## config.mk

```make
export PLATFORM = sky130hd
export DESIGN_NAME = bpa_range_calc
export DESIGN_NICKNAME = d
export VERILOG_FILES = /design/src/bpa_pkg.sv /design/src/bpa_range_calc.sv
export SDC_FILE = /design/constraint.sdc
export NUM_CORES = 1
export LEC_CHECK = 0
export BUFFER_PORTS_ARGS = -buffer_cell sky130_fd_sc_hd__buf_2
export CELL_PAD_IN_SITES_DETAIL_PLACEMENT = 0
export CELL_PAD_IN_SITES_GLOBAL_PLACEMENT = 1
export CORE_UTILIZATION = 40
export DETAILED_ROUTE_END_ITERATION = 12
export GPL_ROUTABILITY_DRIVEN = 0
export GPL_TIMING_DRIVEN = 0
export PLACE_DENSITY = 0.74
export RECOVER_POWER = 25
export SYNTH_ARGS = -nofsm -noshare
export SYNTH_HDL_FRONTEND = slang
export SYNTH_SLANG_ARGS = --single-unit
```

## constraint.sdc

```tcl
create_clock -name clk -period 8.6 [get_ports clk]
set_input_delay 0.43 -clock clk [delete_from_list [all_inputs] [get_ports clk]]
set_output_delay 0.43 -clock clk [all_outputs]
set_load 0.1 [all_outputs]
```

## src/bpa_pkg.sv

```systemverilog
// ----------------------------------------------------------------------------
// bpa_pkg
// Shared types, request codes and helper functions of the page allocator.
// ----------------------------------------------------------------------------
`default_nettype none

package bpa_pkg;

  localparam int PG_W = 16;

  localparam logic [2:0] REQ_CLEAR  = 3'd0;
  localparam logic [2:0] REQ_FILL   = 3'd1;
  localparam logic [2:0] REQ_RFREE  = 3'd2;
  localparam logic [2:0] REQ_RBUSY  = 3'd3;
  localparam logic [2:0] REQ_ALLOC  = 3'd4;
  localparam logic [2:0] REQ_FREE   = 3'd5;
  localparam logic [2:0] REQ_STATUS = 3'd6;

  localparam logic [3:0] CFG_TOTAL = 4'd0;
  localparam logic [3:0] CFG_BASE  = 4'd1;

  typedef enum logic [4:0] {
    ST_IDLE = 5'b00001,
    ST_CLR  = 5'b00010,
    ST_CALC = 5'b00100,
    ST_WALK = 5'b01000,
    ST_RESP = 5'b10000
  } state_t;

  typedef struct packed {
    logic            vld;
    logic            empty;
    logic [PG_W-1:0] first;
    logic [PG_W-1:0] last;
  } range_t;

  function automatic logic [5:0] pop32(input logic [31:0] v);
    logic [5:0] n;
    n = 6'd0;
    for (int i = 0; i < 32; i++) begin
      n = n + {5'd0, v[i]};
    end
    return n;
  endfunction

  function automatic logic [4:0] lowest_set(input logic [31:0] v);
    logic [4:0] k;
    k = 5'd0;
    for (int i = 31; i >= 0; i--) begin
      if (v[i]) begin
        k = 5'(i);
      end
    end
    return k;
  endfunction

endpackage

`default_nettype wire

```

## src/bpa_range_calc.sv

```systemverilog
// ----------------------------------------------------------------------------
// bpa_range_calc
// Three-stage conversion of a byte range to a clamped page interval.
// ----------------------------------------------------------------------------
`default_nettype none

module bpa_range_calc
  import bpa_pkg::*;
#(
  parameter int PAGE_BYTES = 4096
) (
  input  wire logic            clk,
  input  wire logic            rst_n,
  input  wire logic            start,
  input  wire logic [47:0]     base,
  input  wire logic [47:0]     len,
  input  wire logic [47:0]     mem_base,
  input  wire logic [PG_W-1:0] tot,
  output range_t               rng
);

  localparam int          SH   = $clog2(PAGE_BYTES);
  localparam logic [49:0] PBM1 = 50'(PAGE_BYTES - 1);

  logic        v1_r, v2_r, v3_r;
  logic        e1_r, e2_r, e3_r;
  logic [47:0] cb_r, cl_r, offs_r;
  logic [48:0] offe_r;
  logic [PG_W-1:0] first_r, last_r;

  logic [47:0] skip;
  logic [47:0] fw;
  logic [49:0] lw;
  logic [PG_W-1:0] first_c, last_c;

  assign skip = mem_base - base;
  assign fw   = offs_r >> SH;
  assign lw   = ({1'b0, offe_r} + PBM1) >> SH;

  always_comb begin
    first_c = (fw >= {32'd0, tot}) ? tot : fw[PG_W-1:0];
    last_c  = (lw > {34'd0, tot}) ? tot : lw[PG_W-1:0];
  end

  always_ff @(posedge clk) begin
    if (!rst_n) begin
      v1_r <= 1'b0;
      v2_r <= 1'b0;
      v3_r <= 1'b0;
    end else begin
      v1_r <= start;
      v2_r <= v1_r;
      v3_r <= v2_r;
    end
    // clip at the memory start
    if (base < mem_base) begin
      e1_r <= (len == 48'd0) || (skip >= len);
      cb_r <= mem_base;
      cl_r <= len - skip;
    end else begin
      e1_r <= (len == 48'd0);
      cb_r <= base;
      cl_r <= len;
    end
    e2_r    <= e1_r;
    offs_r  <= cb_r - mem_base;
    offe_r  <= {1'b0, cb_r} + {1'b0, cl_r} - {1'b0, mem_base};
    e3_r    <= e2_r || (first_c >= last_c);
    first_r <= first_c;
    last_r  <= last_c;
  end

  assign rng = '{vld: v3_r, empty: e3_r, first: first_r, last: last_r};

endmodule

`default_nettype wire

```

---- After elaboration in Yosys (flattened, before gate mapping) ----
Index checks and enable logic that the tools add are counted.
cells by class
  add/subtract/negate cells ............... 6
  muxes and demuxes ....................... 5
  reductions and logical operators ........ 3
  order comparisons ....................... 5
operators with widths
  kind                      number
  $sub A48 B48 Y48          3
  $mux W48                  2
  $add A49 B12 Y50 const B  1
  $add A48 B48 Y49          1
  $sub A49 B48 Y49          1
  $ge A48 B48 Y1            1
  $logic_not A48 Y1         1
  $lt A48 B48 Y1            1
  $gt A38 B16 Y1            1
  $ge A36 B16 Y1            1
  $mux W16                  2
  $ge A16 B16 Y1            1
  $logic_or A1 B1 Y1        2
  $mux W1                   1
word-level totals
  output and inout port bits .............. 34
  input port bits ......................... 163
  register bits ........................... 231
  word-level logic and storage cells ...... 31

---- Logic depth before layout (Yosys ltp) ----
Gate-level depths: netlist of the first run.
  word-level depth ........................ 5
  depth in mapped cells ................... 33

---- Worst setup path before layout of the first run ----
OpenSTA, ideal clock, no wires.
  path kind ............................... reg-to-reg
  start point ............................. register offe_r[2]
  end point ............................... register e3_r
  arrival time ............................ 5,381 ps
  path buffers ............................ 2
  library setup time ...................... 133 ps
  slack ................................... 3,087 ps
  cell stages (with the launch flop) ...... 32
  cells stage by stage .................... dfxtp_1 nor4_2 a311oi_2 and2_1 nand2_1 nor2_1 nand2_1 nor2_1 nand2_1 xnor2_1 ha_1 nand4_1 nor3_1 nand2_1 or3_1 o21ai_0 nand4b_1 and4b_1 buf_6 buf_6 mux2i_1 ha_1 nand2b_1 a21o_1 a21o_1 a21o_1 a21o_1 a21o_1 a211oi_1 o21ai_0 a21oi_1 o211ai_1
on the way
  longest elaborated chain between the ends .. 5
ends and longest elaborated chain
  what                    RTL line              source
  start, declared         bpa_range_calc.sv:28  logic [48:0] offe_r;
  start signal, assigned  bpa_range_calc.sv:67  offe_r <= {1'b0, cb_r} + {1'b0, cl_r} - {1'b0, mem_base};
  $add A49 B12 Y50 *      bpa_range_calc.sv:38  assign lw = ({1'b0, offe_r} + PBM1) >> SH;
  $gt A38 B16 Y1          bpa_range_calc.sv:42  last_c = (lw > {34'd0, tot}) ? tot : lw[PG_W-1:0];
  $mux W16 *              bpa_range_calc.sv:42
  named net last_c[0]     bpa_range_calc.sv:34  logic [PG_W-1:0] first_c, last_c;
  $ge A16 B16 Y1 *        bpa_range_calc.sv:68  e3_r <= e2_r || (first_c >= last_c);
  $logic_or A1 B1 Y1 *    bpa_range_calc.sv:68
  end signal, assigned    bpa_range_calc.sv:68
  end, declared           bpa_range_calc.sv:26  logic e1_r, e2_r, e3_r;
The timed path passes the listed nets; every way through them passes the cells marked *.
A chain may end at the register's enable or synchronous reset.

---- Worst setup path after layout of the first run ----
  start point ............................. register offe_r[0]
  end point ............................... register e3_r
The elaborated chain is that of the path after synthesis.

==> flow_metrics.tcl, run 1 <==
set metrics [dict create \
    startpoint_type "register" \
    cp_max_fo 10 \
    placed_cells 3498 \
    pre_cts_ws_ps 1600 \
    start_util_pct 40.7 \
    synth_cell_types 85 \
    netSwitchingFraction_pct 45.2 \
    synth_flop_cell "dfxtp_1" \
    pwr-share-clk_pct 17.8 \
    critPathKind "reg2reg" \
    core_sq_um 50400 \
    tightest_slew_ps 1170 \
    cts_sinks 219 \
    tns_ps 0 \
    io_pins 197 \
    busiest_layer "met2" \
    slew_viol_final 0 \
    first_global_vias 18300 \
    cts_resized 0 \
    cts_hold_buf 0 \
    fillers 5141 \
    layout_commonest_cell "inv_1" \
    power_frac_seq_pct 24.2 \
    grt_max_degree 14 \
    hp-class "in2reg" \
    seqCellArea_sq_um 4380 \
    p_comb_share_pct 57.9 \
    worst_slack_ps 1610 \
    max_stage_delay_ps 500 \
    synth_seq_cells 219 \
    layout_common_cells "inv_1 (369), nand2_1 (240), ha_1 (240)" \
    rsz0062_at_grt "no" \
    yosys.area.top_type "dfxtp_1" \
    p_leak_nw 11.6 \
    tritoncts "yes" \
    syn_area_sq_um 20500 \
    post_drt_wl_per_cell_um 18.2 \
    finalCritPeriodShare_pct 81.2 \
    die_area_sq_um 52200 \
    synth_edf_count 0 \
    post_cts_buffers 0 \
    cts_max_level 1 \
    yosysSeqAreaShare_pct 21.4 \
    p_total_w 0.00629 \
    met1_usage_pct 33.3 \
    outcome "finished, final reports clean" \
    use_met3_pct 1.65 \
    rows 82 \
    place_hpwl_mm 55.0 \
    finalSetupViolCount 0 \
    track_usage_pct 24.1 \
    drive_above_1_share_pct 9.54 \
    area_growth_pct 13.0 \
    ant_nets 0 \
    multi_input_area_sq_um 14400 \
    port_buffers 196 \
    grt_first_pass_wirelength_mm 99.9 \
    required_ps 9010 \
    grt_use_met2_pct 39.3 \
    stdcell_count 3549 \
    ys_warn_count 0 \
    fmax_ghz 0.143 \
    cts.path.max_buffers 3 \
    switchingPower_w 0.00284 \
    path_common_cell "a21o_1" \
    routed_wirelength_mm 64.4 \
    routed-via-count 19000 \
    grt_antenna_before_repair 6 \
    nNetsFinal 3308 \
    drt_iter0_drc 1131 \
    synth_top_area_share_pct 21.4 \
    synth.area.top_cells "dfxtp_1 (21%), ha_1 (15%), inv_1 (6.8%)" \
    clk_pin_slew_ps 60 \
    fin_skew_ps 26.8 \
    max-cap-violations 0 \
    async_flop_share_pct 0 \
    via_per_inst 5.35 \
    die_h_um 228 \
    drc 0 \
    root_buffer "clkbuf_16" \
    slew_headroom_pct 22.4 \
    syn_area_per_cell_sq_um 7.80 \
    peakVddDrop_mv 0.127 \
    synthCells 2630 \
    dr.pass1.iters 5 \
    overflow 0 \
    fin_crit_ps 6990 \
    numCtsBuffers 27 \
    fp.dieW_um 228 \
    p_per_area_nw_per_um2 271 \
    p_int_w 0.00344 \
    slowest_stage "o21ai_0" \
    cp-end-kind "register" \
    hold_violations 0 \
    critPathArrivalTime_ps 7390 \
    syn_nets 3083 \
    worstSkewPairLatency_ps 560 \
]
-- cell families (layout without fill, tap and decap cells) --
| kind of cell | count (synthesis) | in the layout | synth area share [%] |
|---|---|---|---|
| AOI/OAI and AO/OA | 747 | 747 | 23.6 |
| muxes | 38 | 38 | 2.21 |
| DFF | 219 | 219 | 21.4 |
| xor gates and xnor gates | 168 | 168 | 7.18 |
| other | 0 | 4 | 0 |
| adders and majority gates | 290 | 290 | 19.5 |
| buffers and inverters | 452 | 695 | 8.61 |
| and+or+nand+nor | 716 | 716 | 17.5 |
-- cell usage after synthesis (21+ instances only) --
library cell and n:
mux2i_1 22, nor2_1 116, and3_1 49, nor3_1 33, clkbuf_1 54, and2_1 21, a21oi_1 180, fa_1 50
nand2b_1 21, o21ai_0 154, nand3_1 74, nor2b_1 31, inv_1 369, xor2_1 68, a21o_1 140, nand2_1 240
o21ai_1 28, xnor2_1 100, o21a_1 30, ha_1 240, nand4_1 51, a31oi_1 27, nor4_1 23, a211oi_1 23
dfxtp_1 219, o21bai_1 29
-- area by class of cell --
cell class              count  share of cell area [%]
flip-flops and latches    219                    18.9
inverters                 370                    5.99
clock inverters            11                   0.534
clock buffers              36                    3.28
multi-input cells        1959                    61.9
repair buffers            196                    4.05
plain buffers              82                    1.62
diodes                      4                  0.0432
well taps                 672                    3.63
-- worst max-delay path, delay by kind of cell (launching register included) --
family,cells,cell delay (ps)
adder cells (fa/ha/maj),2,580
flip-flops,1,330
AO/OA/AOI/OAI,16,3410
AND/OR/NAND/NOR,9,1570
XOR/XNOR,1,340
multiplexers,1,260
buffers and inverters,2,320
-- sequential cells by signal, summed over array words and instances (netlist names) --
signal	cells
e3_r	1
cl_r	48
first_r	16
v2_r	1
e1_r	1
cb_r	48
e2_r	1
offs_r	36
v3_r	1
last_r	16
offe_r	49
v1_r	1
-- worst paths after layout --
path | startpoint | to | slack, ps | cells past startpoint
hold / removal | base[0] | cb_r[0] | 100 | 3
setup reg to reg | offe_r[0] | e3_r | 1610 | 31
hold reg to reg | e1_r | e2_r | 330 | 0
setup / recovery | offe_r[0] | e3_r | 1610 | 31
-- metal layers --
layer	share of wire (%)	wire length (um)
met1	47	30500
met2	45	28800
met3	4.4	2840
met4	3.6	2290
met5	0	0
-- power by group through the flow --
stage / Sequential (W) / Clock [W] / Combinational (W)
floorplan: 0.00156 / 0 / 0.00262
global placement: 0.00153 / 0 / 0.00356
detailed placement: 0.00155 / 0 / 0.00359
CTS: 0.00152 / 0.00115 / 0.00361
global route: 0.00156 / 0.00119 / 0.00406
finish: 0.00152 / 0.00112 / 0.00364
-- stage by stage --
step	cell area [sq um]	hold WS (ps)	utilization, %
6_report	23200	102	46.0
5_1_grt	23200	96.1	46.0
4_1_cts	23200	70.1	46.1
3_5_place_dp	22300	315	44.3
3_3_place_gp	22300	312	44.3
2_1_floorplan	20500	310	-
Note: power is estimated with default switching activity, not from simulation.
==> run 2, diff against run 1 <==
==> constraint.sdc (replaced) <==
create_clock -name clk -period 7.2 [get_ports clk]
set_input_delay 0.36 -clock clk [delete_from_list [all_inputs] [get_ports clk]]
set_output_delay 0.36 -clock clk [all_outputs]
set_load 0.1 [all_outputs]
==> run 2 against run 1 <==
Effect of this change: largest power group unchanged; non-clock buffer count grew 2; first-iteration DRC count shrank 8.0%; die area is the same; sequential share of layout area is essentially flat; combinational power grew 20%; sequential power grew 20%; highest routed layer unchanged; register-to-register slack lost 1000 ps; final area is essentially flat.
==> flow_metrics.tcl, run 2 (synthesis gave the netlist of run 1 again) <==
set metrics [dict create \
    outcome "finished, final reports clean" \
    slew_headroom_pct 22.4 \
    rsz0062_at_grt "no" \
    layout_common_cells "inv_1 (369), nand2_1 (240), ha_1 (240)" \
    p_per_area_nw_per_um2 324 \
    root_buffer "clkbuf_16" \
    grt_first_pass_wirelength_mm 99.9 \
    timing.rr.start "offe_r[4]" \
    drc 0 \
    fin_skew_ps 26.6 \
    tns_ps 0 \
    critPathKind "reg2reg" \
    grt_antenna_before_repair 6 \
    slowest_stage "or3_1" \
    fmax_ghz 0.151 \
    path_common_cell "a21o_1" \
    start_util_pct 40.7 \
    dr.pass1.iters 6 \
    largest_reg_flops 49 \
    critPathLaunch "offe_r[4]" \
    cts.path.max_buffers 3 \
    fillers 5139 \
    max-cap-violations 0 \
    hp-class "in2reg" \
    cts_max_level 1 \
    drt_iter0_drc 1040 \
    routed-via-count 19000 \
    cp_max_fo 10 \
    drive_above_1_share_pct 9.63 \
    largestRegisters "offe_r x49, cb_r x48, cl_r x48" \
    cp-end-kind "register" \
    core_sq_um 50400 \
    finalCritPeriodShare_pct 91.9 \
    track_usage_pct 24.1 \
    largest-register "offe_r" \
    required_ps 7610 \
    cts_hold_buf 0 \
    slew_viol_final 0 \
    first_global_vias 18300 \
    routed_wirelength_mm 64.5 \
    max_stage_delay_ps 380 \
    worstHoldStart "base[0]" \
    port_buffers 196 \
    peakVddDrop_mv 0.153 \
    finalSetupViolCount 0 \
    tritoncts "yes" \
    rows 82 \
    clk_pin_slew_ps 60 \
    via_per_inst 5.35 \
    grt_max_degree 14 \
    place_hpwl_mm 55.0 \
    fin_crit_ps 6620 \
    p_leak_nw 11.6 \
    cts_sinks 219 \
    fp.dieW_um 228 \
    area_growth_pct 13.1 \
    overflow 0 \
    nNetsFinal 3310 \
    critPathArrivalTime_ps 7030 \
    die_area_sq_um 52200 \
    worstSkewPairLatency_ps 560 \
    tightest_slew_ps 1170 \
    die_h_um 228 \
    post_drt_wl_per_cell_um 18.2 \
    ant_nets 0 \
    fin_util_pct 46.0 \
    hold_violations 0 \
    startpoint_type "register" \
    layout_commonest_cell "inv_1" \
    io_pins 197 \
    numCtsBuffers 27 \
]
run 2: cell count changes in the layout (fill, tap and decap cells not counted), sizes merged:
| cell | previous run | this run |
|---|---|---|
| buf | 188 | 190 |
run 2: layer usage:
layer	up-vias	part of all wire, %	routed length (um)	GRT usage, %
met4	0	3.5	2260	8.72
met3	95	4.5	2900	1.65
met1	8671	47	30500	33.3
li1	9642	-	-	-
met2	578	45	28800	39.3
met5	-	0	0	0
run 2: cell type report:
| cell class | instances | area, sq um | area share (%) |
|---|---|---|---|
| clock inverters | 11 | 124 | 0.534 |
| diodes | 4 | 10.0 | 0.0432 |
| flip-flops and latches | 219 | 4380 | 18.9 |
| clock buffers | 36 | 759 | 3.27 |
| repair buffers | 198 | 953 | 4.11 |
| plain buffers | 82 | 377 | 1.62 |
| inverters | 370 | 1390 | 5.99 |
| well taps | 672 | 841 | 3.62 |
| multi-input cells | 1959 | 14400 | 61.9 |
run 2: power by group:
part | switching, W | internal (W) | total, W | leakage, nW
clock | 0.000530 | 0.000809 | 0.00134 | 0.427
sequential | 0.000216 | 0.00160 | 0.00182 | 1.85
combinational | 0.00265 | 0.00171 | 0.00436 | 9.34
run 2: critical path: cells and delay by family (launching register included):
kind	cells	cell delay, ps
AOI/OAI and AO/OA	11	2250
xor gates and xnor gates	1	180
adders and majority gates	2	560
buffers and inverters	2	320
DFF	1	330
muxes	1	250
and+or+nand+nor	14	2550
run 2: path summary, 6_finish.rpt:
kind / endpoint / slack (ps) / depth (start not counted)
worst max-delay path: e3_r / 580 / 31
worst min-delay path: cb_r[0] / 30 / 3
worst max register to register: e3_r / 580 / 31
worst min register to register: e2_r / 330 / 0
run 2: through the flow:
step	instance area (sq um)	setup slack [ps]	hold slack, ps	total power (W)	std cells
finish	23200	580	30.0	0.00752	3551
global route	23200	71.7	26.1	0.00814	3551
CTS	23200	146	0.126	0.00751	3545
detailed placement	22300	199	315	0.00613	3498
global placement	22300	281	312	0.00608	3498
floorplan	20500	1690	310	0.00499	2630
run 2: repair_timing:
item | in CTS | in global routing
setup endpoints to repair | 0 | 1
buffers inserted | 0 | 2
resized for setup | 0 | 2
==> run 3, diff against run 2 <==
--- a/config.mk
+++ b/config.mk
@@ -5,6 +5,7 @@
 export SDC_FILE = /design/constraint.sdc
 export NUM_CORES = 1
 export LEC_CHECK = 0
+export ABC_AREA = 1
 export BUFFER_PORTS_ARGS = -buffer_cell sky130_fd_sc_hd__buf_2
 export CELL_PAD_IN_SITES_DETAIL_PLACEMENT = 0
 export CELL_PAD_IN_SITES_GLOBAL_PLACEMENT = 1
@@ -12,7 +13,7 @@
 export DETAILED_ROUTE_END_ITERATION = 12
 export GPL_ROUTABILITY_DRIVEN = 0
 export GPL_TIMING_DRIVEN = 0
-export PLACE_DENSITY = 0.74
+export PLACE_DENSITY = 0.77
 export RECOVER_POWER = 25
 export SYNTH_ARGS = -nofsm -noshare
 export SYNTH_HDL_FRONTEND = slang
==> run 3 against run 2 <==
Effect of this change: sequential share of layout area shrank 2.3 points; die area grew 15%; sequential power grew 3%; final area grew 14%; clock-buffer cell count shrank 5; final cell count grew 34%; critical path depth shrank 2; routed wire length grew 44%; clock power is essentially flat; maximum frequency grew 30%; critical path type unchanged; highest routed layer unchanged.
==> flow_metrics.tcl, run 3 <==
set metrics [dict create \
    area_growth_pct 12.0 \
    fin_skew_ps 19.0 \
    fin_crit_ps 5110 \
    syn_nets 4212 \
    synth_cell_types 51 \
    nNetsFinal 4439 \
    track_usage_pct 30.6 \
    placed_cell_area_sq_um 25500 \
    clk_pin_slew_ps 60 \
    startpoint_type "register" \
    drive_above_1_share_pct 6.99 \
    hold-path-endpoint "cl_r[0]" \
    ant_nets 0 \
    finalSetupViolCount 0 \
    timing.rr.start "offe_r[0]" \
    async_flop_share_pct 0 \
    fp.dieW_um 245 \
    tns_ps 0 \
    use_met3_pct 2.10 \
    critPathLaunch "offe_r[0]" \
    p_per_area_nw_per_um2 321 \
    ys_warn_count 0 \
    outcome "finished, final reports clean" \
    grt_use_met2_pct 54.7 \
    cts_resized 0 \
    synthAdderAreaFrac_pct 17.0 \
    overflow 0 \
    dr.pass1.iters 6 \
    worstSkewPairLatency_ps 560 \
    r2r_setup_slack_ps 2090 \
    required_ps 7620 \
    slowest_stage "xor2_1" \
    antenna_cells 0 \
    post_drt_wl_per_cell_um 19.5 \
    core_sq_um 57900 \
    synth_top_area_share_pct 18.6 \
    routed-via-count 25000 \
    place_hpwl_mm 82.0 \
    first_global_vias 25000 \
    syn_area_per_cell_sq_um 6.27 \
    fmax_ghz 0.196 \
    synth-compound-area-share_pct 18.3 \
    numCtsBuffers 26 \
    netlist_top_cells_count "nand2_1 (787), inv_1 (708), nor2_1 (441)" \
    hold_violations 0 \
    rows 88 \
    worst_slack_ps 2090 \
    yosys-mux-area-fraction_pct 0 \
    cp-end-kind "register" \
    grt_first_pass_wirelength_mm 139 \
    max-cap-violations 0 \
    synth_seq_cells 219 \
    met1_usage_pct 36.1 \
    critPathKind "reg2reg" \
    slew_viol_final 0 \
    port_buffers 196 \
    rsz0062_at_grt "no" \
    via_per_inst 5.24 \
    cts.path.max_buffers 3 \
    hp-class "in2reg" \
    synth_edf_count 0 \
    finalCritPeriodShare_pct 70.9 \
    grt_max_degree 14 \
    slew_headroom_pct 11.6 \
    synthCells 3759 \
    cts_max_level 1 \
    r2r_cells 29 \
    max_stage_delay_ps 460 \
    start_util_pct 40.7 \
    cp_max_fo 10 \
    path_common_cell "nand2_1" \
    synth.most_common_cell "nand2_1" \
    synth_flop_cell "dfxtp_1" \
    p_leak_nw 13.0 \
    drt_iter0_drc 1297 \
    synth_xor_area_share_pct 6.13 \
    layout_commonest_cell "nand2_1" \
    pre_cts_ws_ps 1820 \
    peakVddDrop_mv 0.202 \
    yosysSeqAreaShare_pct 18.6 \
    yosys.area.top_type "dfxtp_1" \
    layout_common_cells "nand2_1 (787), inv_1 (708), nor2_1 (441)" \
    finalInstanceArea_sq_um 26400 \
    largest_reg_flops 49 \
    synth_top_family_by_area "simple AND/OR/NAND/NOR gates" \
    syn_area_sq_um 23600 \
    reg2reg_to "e3_r" \
    synth-simple-area-share_pct 27.5 \
    drc 0 \
    die_h_um 245 \
    worstHoldStart "len[0]" \
    tritoncts "yes" \
    root_buffer "clkbuf_16" \
    critPathArrivalTime_ps 5530 \
    routed_wirelength_mm 92.9 \
    largestRegisters "offe_r x49, cb_r x48, cl_r x48" \
    busiest_layer "met2" \
    io_pins 197 \
    largest-register "offe_r" \
    whs_path_depth 3 \
    cts_sinks 219 \
    die_area_sq_um 59900 \
    synth.area.top_cells "dfxtp_1 (19%), ha_1 (13%), nand2_1 (13%)" \
    tightest_slew_ps 1310 \
    grt_antenna_before_repair 0 \
]
run 3: per-stage QoR:
stage               total power (W)  instances  hold slack, ps  utilization (%)
floorplan                   0.00533       3759             310                -
finish                      0.00848       4769            34.7             45.6
global placement            0.00705       4720             395             44.1
detailed placement          0.00705       4720             404             44.1
global route                0.00915       4769            44.3             45.6
CTS                         0.00845       4769            16.1             45.7
run 3: power breakdown:
group          internal, W  switching [W]  total [W]
sequential         0.00161       0.000261    0.00187
combinational      0.00170        0.00353    0.00523
clock             0.000829       0.000545    0.00137
total              0.00414        0.00434    0.00848
run 3: worst max-delay path by stage:
stage                          end
after floorplan               e3_r
after global placement    cl_r[45]
after detailed placement  cl_r[45]
after CTS                     e3_r
after global routing          e3_r
final                         e3_r
run 3: layout make-up:
cell class	count	area (sq um)
fill	6526	31500
multi-input combinational	2786	16300
sequential	219	4380
inverter	714	2680
timing repair buffer	199	967
tap	765	957
clock buffer	31	689
buffer	40	255
clock inverter	15	208
run 3: cell families (layout without fill, tap and decap cells):
kind of cell,after synthesis,in the layout
DFF,219,219
and+or+nand+nor,1561,1561
AOI/OAI and AO/OA,770,770
buffers and inverters,754,999
adders and majority gates,290,290
xor gates and xnor gates,165,165
run 3: critical path, delay by kind of cell, from the launching register on:
kind / cells / cell delay [ps]
adder cells (fa/ha/maj): 2 / 660
flip-flops: 1 / 430
AO/OA/AOI/OAI: 6 / 1040
XOR/XNOR: 1 / 460
buffers and inverters: 3 / 530
AND/OR/NAND/NOR: 17 / 1860
run 3: layer usage:
layer	share of wire (%)	up-vias
li1	-	12600
met1	41	11400
met2	48	769
met3	4.5	222
met4	6.2	0
met5	0	-
run 3: repair_timing:
item,CTS,global route
buffers inserted,0,0
hold buffers,3,0
hold endpoints to repair,3,0
